<file path="config.mk">
export PLATFORM = sky130hd
export DESIGN_NAME = imu_binary_packet_deframer
export DESIGN_NICKNAME = d
export VERILOG_FILES = /design/src/ibpd_pkg.sv /design/src/ibpd_ram.sv /design/src/ibpd_frame.sv /design/src/ibpd_burst.sv /design/src/imu_binary_packet_deframer.sv
export VERILOG_INCLUDE_DIRS = /design/src /design/src/src
export SDC_FILE = /design/constraint.sdc
export NUM_CORES = 1
export LEC_CHECK = 0
export BUFFER_PORTS_ARGS = -buffer_cell sky130_fd_sc_hd__buf_2
export CAP_MARGIN = 25
export CORE_MARGIN = 8
export CORE_UTILIZATION = 43
export CTS_BUF_LIST = sky130_fd_sc_hd__clkbuf_4 sky130_fd_sc_hd__clkbuf_8
export CTS_CLUSTER_SIZE = 8
export DETAILED_ROUTE_END_ITERATION = 10
export GPL_TIMING_DRIVEN = 0
export PLACE_DENSITY = 0.58
export SYNTH_ARGS = -nofsm -noshare
export SYNTH_HDL_FRONTEND = slang
export SYNTH_HIERARCHICAL = 1
export SYNTH_SLANG_ARGS = --single-unit
</file>
<file path="constraint.sdc">
create_clock -name clk_i -period 5.2 [get_ports clk_i]
set_clock_uncertainty 0.15 [all_clocks]
set_input_delay 0.78 -clock clk_i [delete_from_list [all_inputs] [get_ports clk_i]]
set_output_delay 0.78 -clock clk_i [all_outputs]
set_load 0.005 [all_outputs]
</file>
<file path="src/imu_binary_packet_deframer_macros.svh">
// Assertion macros used by the deframer RTL (ibpd_burst).
`ifndef IMU_BINARY_PACKET_DEFRAMER_MACROS_SVH
`define IMU_BINARY_PACKET_DEFRAMER_MACROS_SVH

`ifndef SYNTHESIS
// Checked while out of reset.
`define IBPD_ASSERT(lbl, clk, rstn, prop, msg) \
  lbl: assert property (@(posedge clk) disable iff (!(rstn)) prop) else $error(msg);
// Checked at every edge, reset included.
`define IBPD_ASSERT_ALWAYS(lbl, clk, prop, msg) \
  lbl: assert property (@(posedge clk) prop) else $error(msg);
`else
`define IBPD_ASSERT(lbl, clk, rstn, prop, msg)
`define IBPD_ASSERT_ALWAYS(lbl, clk, prop, msg)
`endif

`endif

</file>
<file path="src/ibpd_pkg.sv">
package ibpd_pkg;

  localparam int unsigned PACKET_BYTES = 28;
  localparam int unsigned PAYLOAD_LEN  = PACKET_BYTES - 4;
  localparam int unsigned MAX_VALUES   = 12;
  localparam int unsigned NUM_VALUES   =
      ((PAYLOAD_LEN / 2) < MAX_VALUES) ? (PAYLOAD_LEN / 2) : MAX_VALUES;

  localparam int unsigned BYTE_W  = 8;
  localparam int unsigned VAL_W   = 16;
  localparam int unsigned CH_W    = 4;
  localparam int unsigned CNT_W   = $clog2(PAYLOAD_LEN + 1);
  localparam int unsigned WORD_AW = (NUM_VALUES > 1) ? $clog2(NUM_VALUES) : 1;

  localparam logic [BYTE_W-1:0] SYNC_BYTE = 8'h55;
  localparam logic [VAL_W-1:0]  SUM_INIT  = VAL_W'(2 * SYNC_BYTE);

  // Byte write request into the payload word store.
  typedef struct packed {
    logic               en;
    logic               hi;
    logic [WORD_AW-1:0] addr;
    logic [BYTE_W-1:0]  data;
  } wr_req_t;

endpackage

</file>
<file path="src/ibpd_ram.sv">
module ibpd_ram import ibpd_pkg::*; (
  input  logic               clk_i,
  input  wr_req_t            wr_i,
  input  logic               rd_en_i,
  input  logic [WORD_AW-1:0] rd_addr_i,
  output logic [VAL_W-1:0]   rd_data_o
);

  logic [VAL_W-1:0] mem_q [NUM_VALUES];
  logic [VAL_W-1:0] rd_data_q;

  // Even payload bytes fill the high half of a word, odd bytes the low half.
  always_ff @(posedge clk_i) begin
    if (wr_i.en) begin
      if (wr_i.hi) begin
        mem_q[wr_i.addr][VAL_W-1:BYTE_W] <= wr_i.data;
      end else begin
        mem_q[wr_i.addr][BYTE_W-1:0] <= wr_i.data;
      end
    end
  end

  always_ff @(posedge clk_i) begin
    if (rd_en_i) begin
      rd_data_q <= mem_q[rd_addr_i];
    end
  end

  assign rd_data_o = rd_data_q;

endmodule

</file>
<file path="src/ibpd_frame.sv">
module ibpd_frame import ibpd_pkg::*; (
  input  logic              clk_i,
  input  logic              rst_ni,
  input  logic              acc_i,
  input  logic [BYTE_W-1:0] byte_i,
  output wr_req_t           wr_o,
  output logic              start_o
);

  localparam int unsigned WORD_W = CNT_W - 1;

  typedef enum logic [1:0] {
    PH_HUNT1,
    PH_HUNT2,
    PH_PAYLOAD,
    PH_CHECK
  } phase_e;

  phase_e              phase_q, phase_d;
  logic [CNT_W-1:0]    cnt_q, cnt_d;
  logic [VAL_W-1:0]    sum_q, sum_d;
  logic [BYTE_W-1:0]   chk_hi_q, chk_hi_d;
  logic [WORD_W-1:0]   word;

  assign word = cnt_q[CNT_W-1:1];

  always_comb begin
    phase_d  = phase_q;
    cnt_d    = cnt_q;
    sum_d    = sum_q;
    chk_hi_d = chk_hi_q;
    start_o  = 1'b0;
    wr_o     = '0;
    if (acc_i) begin
      case (phase_q)
        PH_HUNT1: begin
          if (byte_i == SYNC_BYTE) begin
            phase_d = PH_HUNT2;
          end
        end
        PH_HUNT2: begin
          if (byte_i == SYNC_BYTE) begin
            phase_d = PH_PAYLOAD;
            cnt_d   = '0;
            sum_d   = SUM_INIT;
          end else begin
            phase_d = PH_HUNT1;
          end
        end
        PH_PAYLOAD: begin
          // Bytes past the last emitted value only feed the checksum.
          wr_o.en   = (word < WORD_W'(NUM_VALUES));
          wr_o.hi   = ~cnt_q[0];
          wr_o.addr = word[WORD_AW-1:0];
          wr_o.data = byte_i;
          sum_d     = sum_q + {{(VAL_W-BYTE_W){1'b0}}, byte_i};
          if (cnt_q == CNT_W'(PAYLOAD_LEN - 1)) begin
            phase_d = PH_CHECK;
            cnt_d   = '0;
          end else begin
            cnt_d = cnt_q + 1'b1;
          end
        end
        PH_CHECK: begin
          if (cnt_q == '0) begin
            chk_hi_d = byte_i;
            cnt_d    = CNT_W'(1);
          end else begin
            start_o = ({chk_hi_q, byte_i} == sum_q);
            phase_d = PH_HUNT1;
            cnt_d   = '0;
          end
        end
        default: begin
          phase_d = PH_HUNT1;
        end
      endcase
    end
  end

  always_ff @(posedge clk_i or negedge rst_ni) begin
    if (!rst_ni) begin
      phase_q  <= PH_HUNT1;
      cnt_q    <= '0;
      sum_q    <= '0;
      chk_hi_q <= '0;
    end else begin
      phase_q  <= phase_d;
      cnt_q    <= cnt_d;
      sum_q    <= sum_d;
      chk_hi_q <= chk_hi_d;
    end
  end

endmodule

</file>
<file path="src/ibpd_burst.sv">
`include "imu_binary_packet_deframer_macros.svh"

module ibpd_burst import ibpd_pkg::*; (
  input  logic                    clk_i,
  input  logic                    rst_ni,
  input  logic                    start_i,
  output logic                    busy_o,
  output logic                    rd_en_o,
  output logic [WORD_AW-1:0]      rd_addr_o,
  input  logic [VAL_W-1:0]        rd_data_i,
  output logic                    val_valid_o,
  input  logic                    val_ready_i,
  output logic [CH_W-1:0]         channel_o,
  output logic signed [VAL_W-1:0] raw_value_o,
  output logic                    last_value_o
);

  typedef enum logic [1:0] {
    S_IDLE,
    S_FETCH,
    S_LOAD,
    S_SHOW
  } state_e;

  state_e             state_q;
  logic [WORD_AW-1:0] idx_q;
  logic [VAL_W-1:0]   raw_q;
  logic               is_last;

  assign is_last = (idx_q == WORD_AW'(NUM_VALUES - 1));

  always_ff @(posedge clk_i or negedge rst_ni) begin
    if (!rst_ni) begin
      state_q <= S_IDLE;
      idx_q   <= '0;
      raw_q   <= '0;
    end else begin
      case (state_q)
        S_IDLE: begin
          if (start_i) begin
            idx_q   <= '0;
            state_q <= S_FETCH;
          end
        end
        S_FETCH: begin
          state_q <= S_LOAD;
        end
        S_LOAD: begin
          raw_q   <= rd_data_i;
          state_q <= S_SHOW;
        end
        S_SHOW: begin
          if (val_ready_i) begin
            if (is_last) begin
              state_q <= S_IDLE;
            end else begin
              idx_q   <= idx_q + 1'b1;
              state_q <= S_FETCH;
            end
          end
        end
        default: begin
          state_q <= S_IDLE;
        end
      endcase
    end
  end

  assign busy_o       = (state_q != S_IDLE);
  assign rd_en_o      = (state_q == S_FETCH);
  assign rd_addr_o    = idx_q;
  assign val_valid_o  = (state_q == S_SHOW);
  assign channel_o    = CH_W'(idx_q);
  assign raw_value_o  = raw_q;
  assign last_value_o = val_valid_o & is_last;

  `IBPD_ASSERT(a_start_idle, clk_i, rst_ni, start_i |-> (state_q == S_IDLE), "start while busy")
  `IBPD_ASSERT(a_idx_range, clk_i, rst_ni, busy_o |-> (idx_q < WORD_AW'(NUM_VALUES)), "index out of range")
  `IBPD_ASSERT(a_last_ends, clk_i, rst_ni, (val_valid_o && val_ready_i && last_value_o) |=> !busy_o, "burst did not end")
  `IBPD_ASSERT(a_next_fetch, clk_i, rst_ni, (val_valid_o && val_ready_i && !last_value_o) |=> (rd_en_o && (idx_q == $past(idx_q) + 1'b1)), "burst did not advance")
  `IBPD_ASSERT_ALWAYS(a_rst_quiet, clk_i, !rst_ni |-> !val_valid_o, "result during reset")

endmodule

</file>
<file path="src/imu_binary_packet_deframer.sv">
// A good packet shows its first value after the last checksum byte, via the word store read and load steps.
// Each of the 12 values goes through word store read, load and show, plus any output stall.
// Throughput: one byte per cycle while framing; no bytes are taken during a burst.
// Reset (rst_ni low, async): hunt for the first sync byte, checksum and counters
// cleared, no result pending; the payload store is not cleared.
module imu_binary_packet_deframer import ibpd_pkg::*; (
  input  logic                    clk_i,
  input  logic                    rst_ni,
  input  logic                    rx_valid_i,
  output logic                    rx_ready_o,
  input  logic [BYTE_W-1:0]       rx_byte_i,
  output logic                    val_valid_o,
  input  logic                    val_ready_i,
  output logic [CH_W-1:0]         channel_o,
  output logic signed [VAL_W-1:0] raw_value_o,
  output logic                    last_value_o
);

  wr_req_t            wr;
  logic               start;
  logic               busy;
  logic               rd_en;
  logic [WORD_AW-1:0] rd_addr;
  logic [VAL_W-1:0]   rd_data;
  logic               rx_acc;

  // Hold off new bytes while a burst drains.
  assign rx_ready_o = ~busy;
  assign rx_acc     = rx_valid_i & rx_ready_o;

  ibpd_frame u_frame (
    .clk_i   (clk_i),
    .rst_ni  (rst_ni),
    .acc_i   (rx_acc),
    .byte_i  (rx_byte_i),
    .wr_o    (wr),
    .start_o (start)
  );

  ibpd_ram u_ram (
    .clk_i     (clk_i),
    .wr_i      (wr),
    .rd_en_i   (rd_en),
    .rd_addr_i (rd_addr),
    .rd_data_o (rd_data)
  );

  ibpd_burst u_burst (
    .clk_i        (clk_i),
    .rst_ni       (rst_ni),
    .start_i      (start),
    .busy_o       (busy),
    .rd_en_o      (rd_en),
    .rd_addr_o    (rd_addr),
    .rd_data_i    (rd_data),
    .val_valid_o  (val_valid_o),
    .val_ready_i  (val_ready_i),
    .channel_o    (channel_o),
    .raw_value_o  (raw_value_o),
    .last_value_o (last_value_o)
  );

endmodule

</file>
==> reports/metrics.csv <==
metric,value,unit
ir_worst_vdd,0.217,mV
hp-class,in -> async,
period_share,73.9,%
gp_congestion,0.845,
postSynthAreaPerCell,16.5,sq um
cts_resized,0,
cp.required,5.19,ns
worstSetupPathType,reg -> reg,
r2r_start,u_burst/state_q[0],
hpwl,14800,microns
use_met3,3.12,%
rsz0062_at_grt,no,
slew_headroom,35.0,%
drc,0,
crit_arrival,3.83,ns
regArea,7570,sq um
insertion_delay,0.53,ns
grt_usage,14.2,%
fp.dieW,176,microns
syn-cell-area,11000,sq um
drtIter0Drc,485,
crit_path_max_fanout,10,
synthCells,665,
rows,58,
clock-sinks,261,
post-cts-setup-buffer-count,0,
floorplan.io_pins,35,
start_util,43.7,%
p_leak,4.11,nW
htreeDepth,2,
finalSetupTns,0,ns
holdBufCountCts,0,
multi_input_area,3180,sq um
core,25200,sq um
globalRouteMet1Util,18.4,%
clock.fmax,260,MHz
finalCriticalPeriod,3.84,ns
ys_ff_latch,261,
p_total,5.34,mW
hold_viol,0,
clk_pin_slew,0.06,ns
grt_max_degree,38,
antenna_found_initial,0,
cap_violations,0,
grt_use_met2,23.9,%
synthFlopType,edfxtp_1,
num_antenna_cells,0,
hold_ws,0.0450,ns
drv_slew,0,
drive_gt1_share,25.3,%
grt-ovfl-total,0,
final_common_cell,edfxtp_1,
setup_violations,0,
num-nets-final,775,
tightest_slew,0.975,ns
vias,6051,
cts_inserted_buffers,44,
synth_nets,694,
synth_warnings,6,
cts_buffer_depth,3,
r2r_cells,11,
vias_per_cell,5.47,
r2r_end,u_ram/mem_q[10][0],
dieArea,31000,sq um
ant_nets,0,
grt_pass1_wl,34900,microns
grt_pass1_vias,6387,
worstSetupStartpointType,register,
status,"finished, final reports clean",
synth_edf_count,208,
dr.pass1.iters,4,
portBuffers,34,
p_per_area,428,nW/um^2
final_cell_mix,"208 x edfxtp_1, 53 x dfrtp_1, 48 x clkbuf_8",
async_flop_share,20.3,%
final_util,49.6,%
tritoncts,built,
routedWlPerCell,19.8,microns
busiest_layer,met2,
r2r_slack,1.36,ns
yosysUniqueCellTypes,69,
die_h,176,microns
end_kind,register,
area_growth,13.5,%
num-fill-cells,2107,
root_buffer,clkbuf_8,
finalWirelength,21900,microns
ys_seq_area_share,68.8,%
worst max-delay path by stage:
| stage | start | end | slack [ns] |
|---|---|---|---|
| final | u_burst/state_q[0] | u_ram/mem_q[10][0] | 1.36 |
| after global routing | u_burst/state_q[0] | u_ram/mem_q[9][4] | 1.02 |
| after CTS | u_burst/state_q[0] | u_ram/mem_q[9][4] | 1.40 |
| after detailed placement | u_burst/state_q[0] | u_ram/mem_q[9][0] | 1.41 |
| after global placement | u_burst/state_q[0] | u_ram/mem_q[9][0] | 1.49 |
| after floorplan | rx_byte_i[7] | u_burst/channel_o[3] | 2.24 |
where the power goes:
part	switching (mW)	internal, mW	total (mW)
logic	0.575	0.489	1.06
clock network	0.753	1.06	1.82
registers	0.0675	2.39	2.46
total	1.40	3.95	5.34
critical path, cell delays in order (launching register included):
cell and delay [ns]:
dfrtp_1 0.41, inv_1 0.14, ha_1 0.28, inv_1 0.13
nor2b_1 0.15, buf_2 0.24, nand2_1 0.19, clkbuf_1 0.30
a21oi_1 0.35, nor2b_1 0.24, nand2_1 0.18, nor2_1 0.70
Yosys cell counts (14+ instances only):
| master | count | area, sq um |
|---|---|---|
| mux2i_1 | 33 | 330 |
| dfrtp_1 | 53 | 1330 |
| a22oi_1 | 17 | 128 |
| ha_1 | 16 | 200 |
| mux2_2 | 25 | 282 |
| mux4_2 | 29 | 653 |
| o21ai_0 | 18 | 90.1 |
| o221ai_1 | 16 | 140 |
| nand2_1 | 28 | 105 |
| and3_1 | 14 | 87.6 |
| edfxtp_1 | 208 | 6250 |
| nor2_1 | 39 | 146 |
layout make-up:
type | count | share of cell area, %
sequential | 261 | 60.6
multi-input combinational | 358 | 25.4
clock buffer | 65 | 6.31
tap | 330 | 3.30
buffer | 35 | 1.68
timing repair buffer | 35 | 1.52
clock inverter | 11 | 0.791
inverter | 11 | 0.330
flip-flops by register name (all words and copies together) (netlist names), named ones only:
| register | count |
|---|---|
| u_burst/channel_o | 4 |
| u_frame/phase_q | 1 |
| u_burst/state_q | 2 |
| u_ram/rd_data_o | 16 |
| u_frame/sum_q | 16 |
| u_burst/raw_value_o | 16 |
| u_frame/chk_hi_q | 8 |
| u_frame/cnt_q | 5 |
| u_ram/mem_q | 192 |
routing by layer:
metal / wire (microns) / vias to the layer above
li1: - / 2800
met1: 9550 / 3047
met2: 10700 / 168
met3: 1230 / 36
met4: 397 / 0
met5: 0 / -
cells by family (layout without fill, tap and decap cells):
group / Yosys count / count (layout) / synth area share [%]
AND/OR/NAND/NOR: 144 / 144 / 7.31
AO/OA/AOI/OAI: 93 / 93 / 6.25
multiplexers: 90 / 90 / 12.2
adder cells (fa/ha/maj): 17 / 17 / 2.00
buffers and inverters: 46 / 157 / 2.29
XOR/XNOR: 14 / 14 / 1.11
flip-flops: 261 / 261 / 68.8
metrics by stage:
step / std cells / cell area [sq um] / setup WS, ns
after global placement: 1029 / 11600 / 1.49
after CTS: 1106 / 12500 / 1.40
after global routing: 1106 / 12500 / 1.02
after detailed placement: 1030 / 11600 / 1.41
after floorplan: 665 / 11000 / 2.24
final: 1106 / 12500 / 1.36
Note: power is estimated with default switching activity, not from simulation.
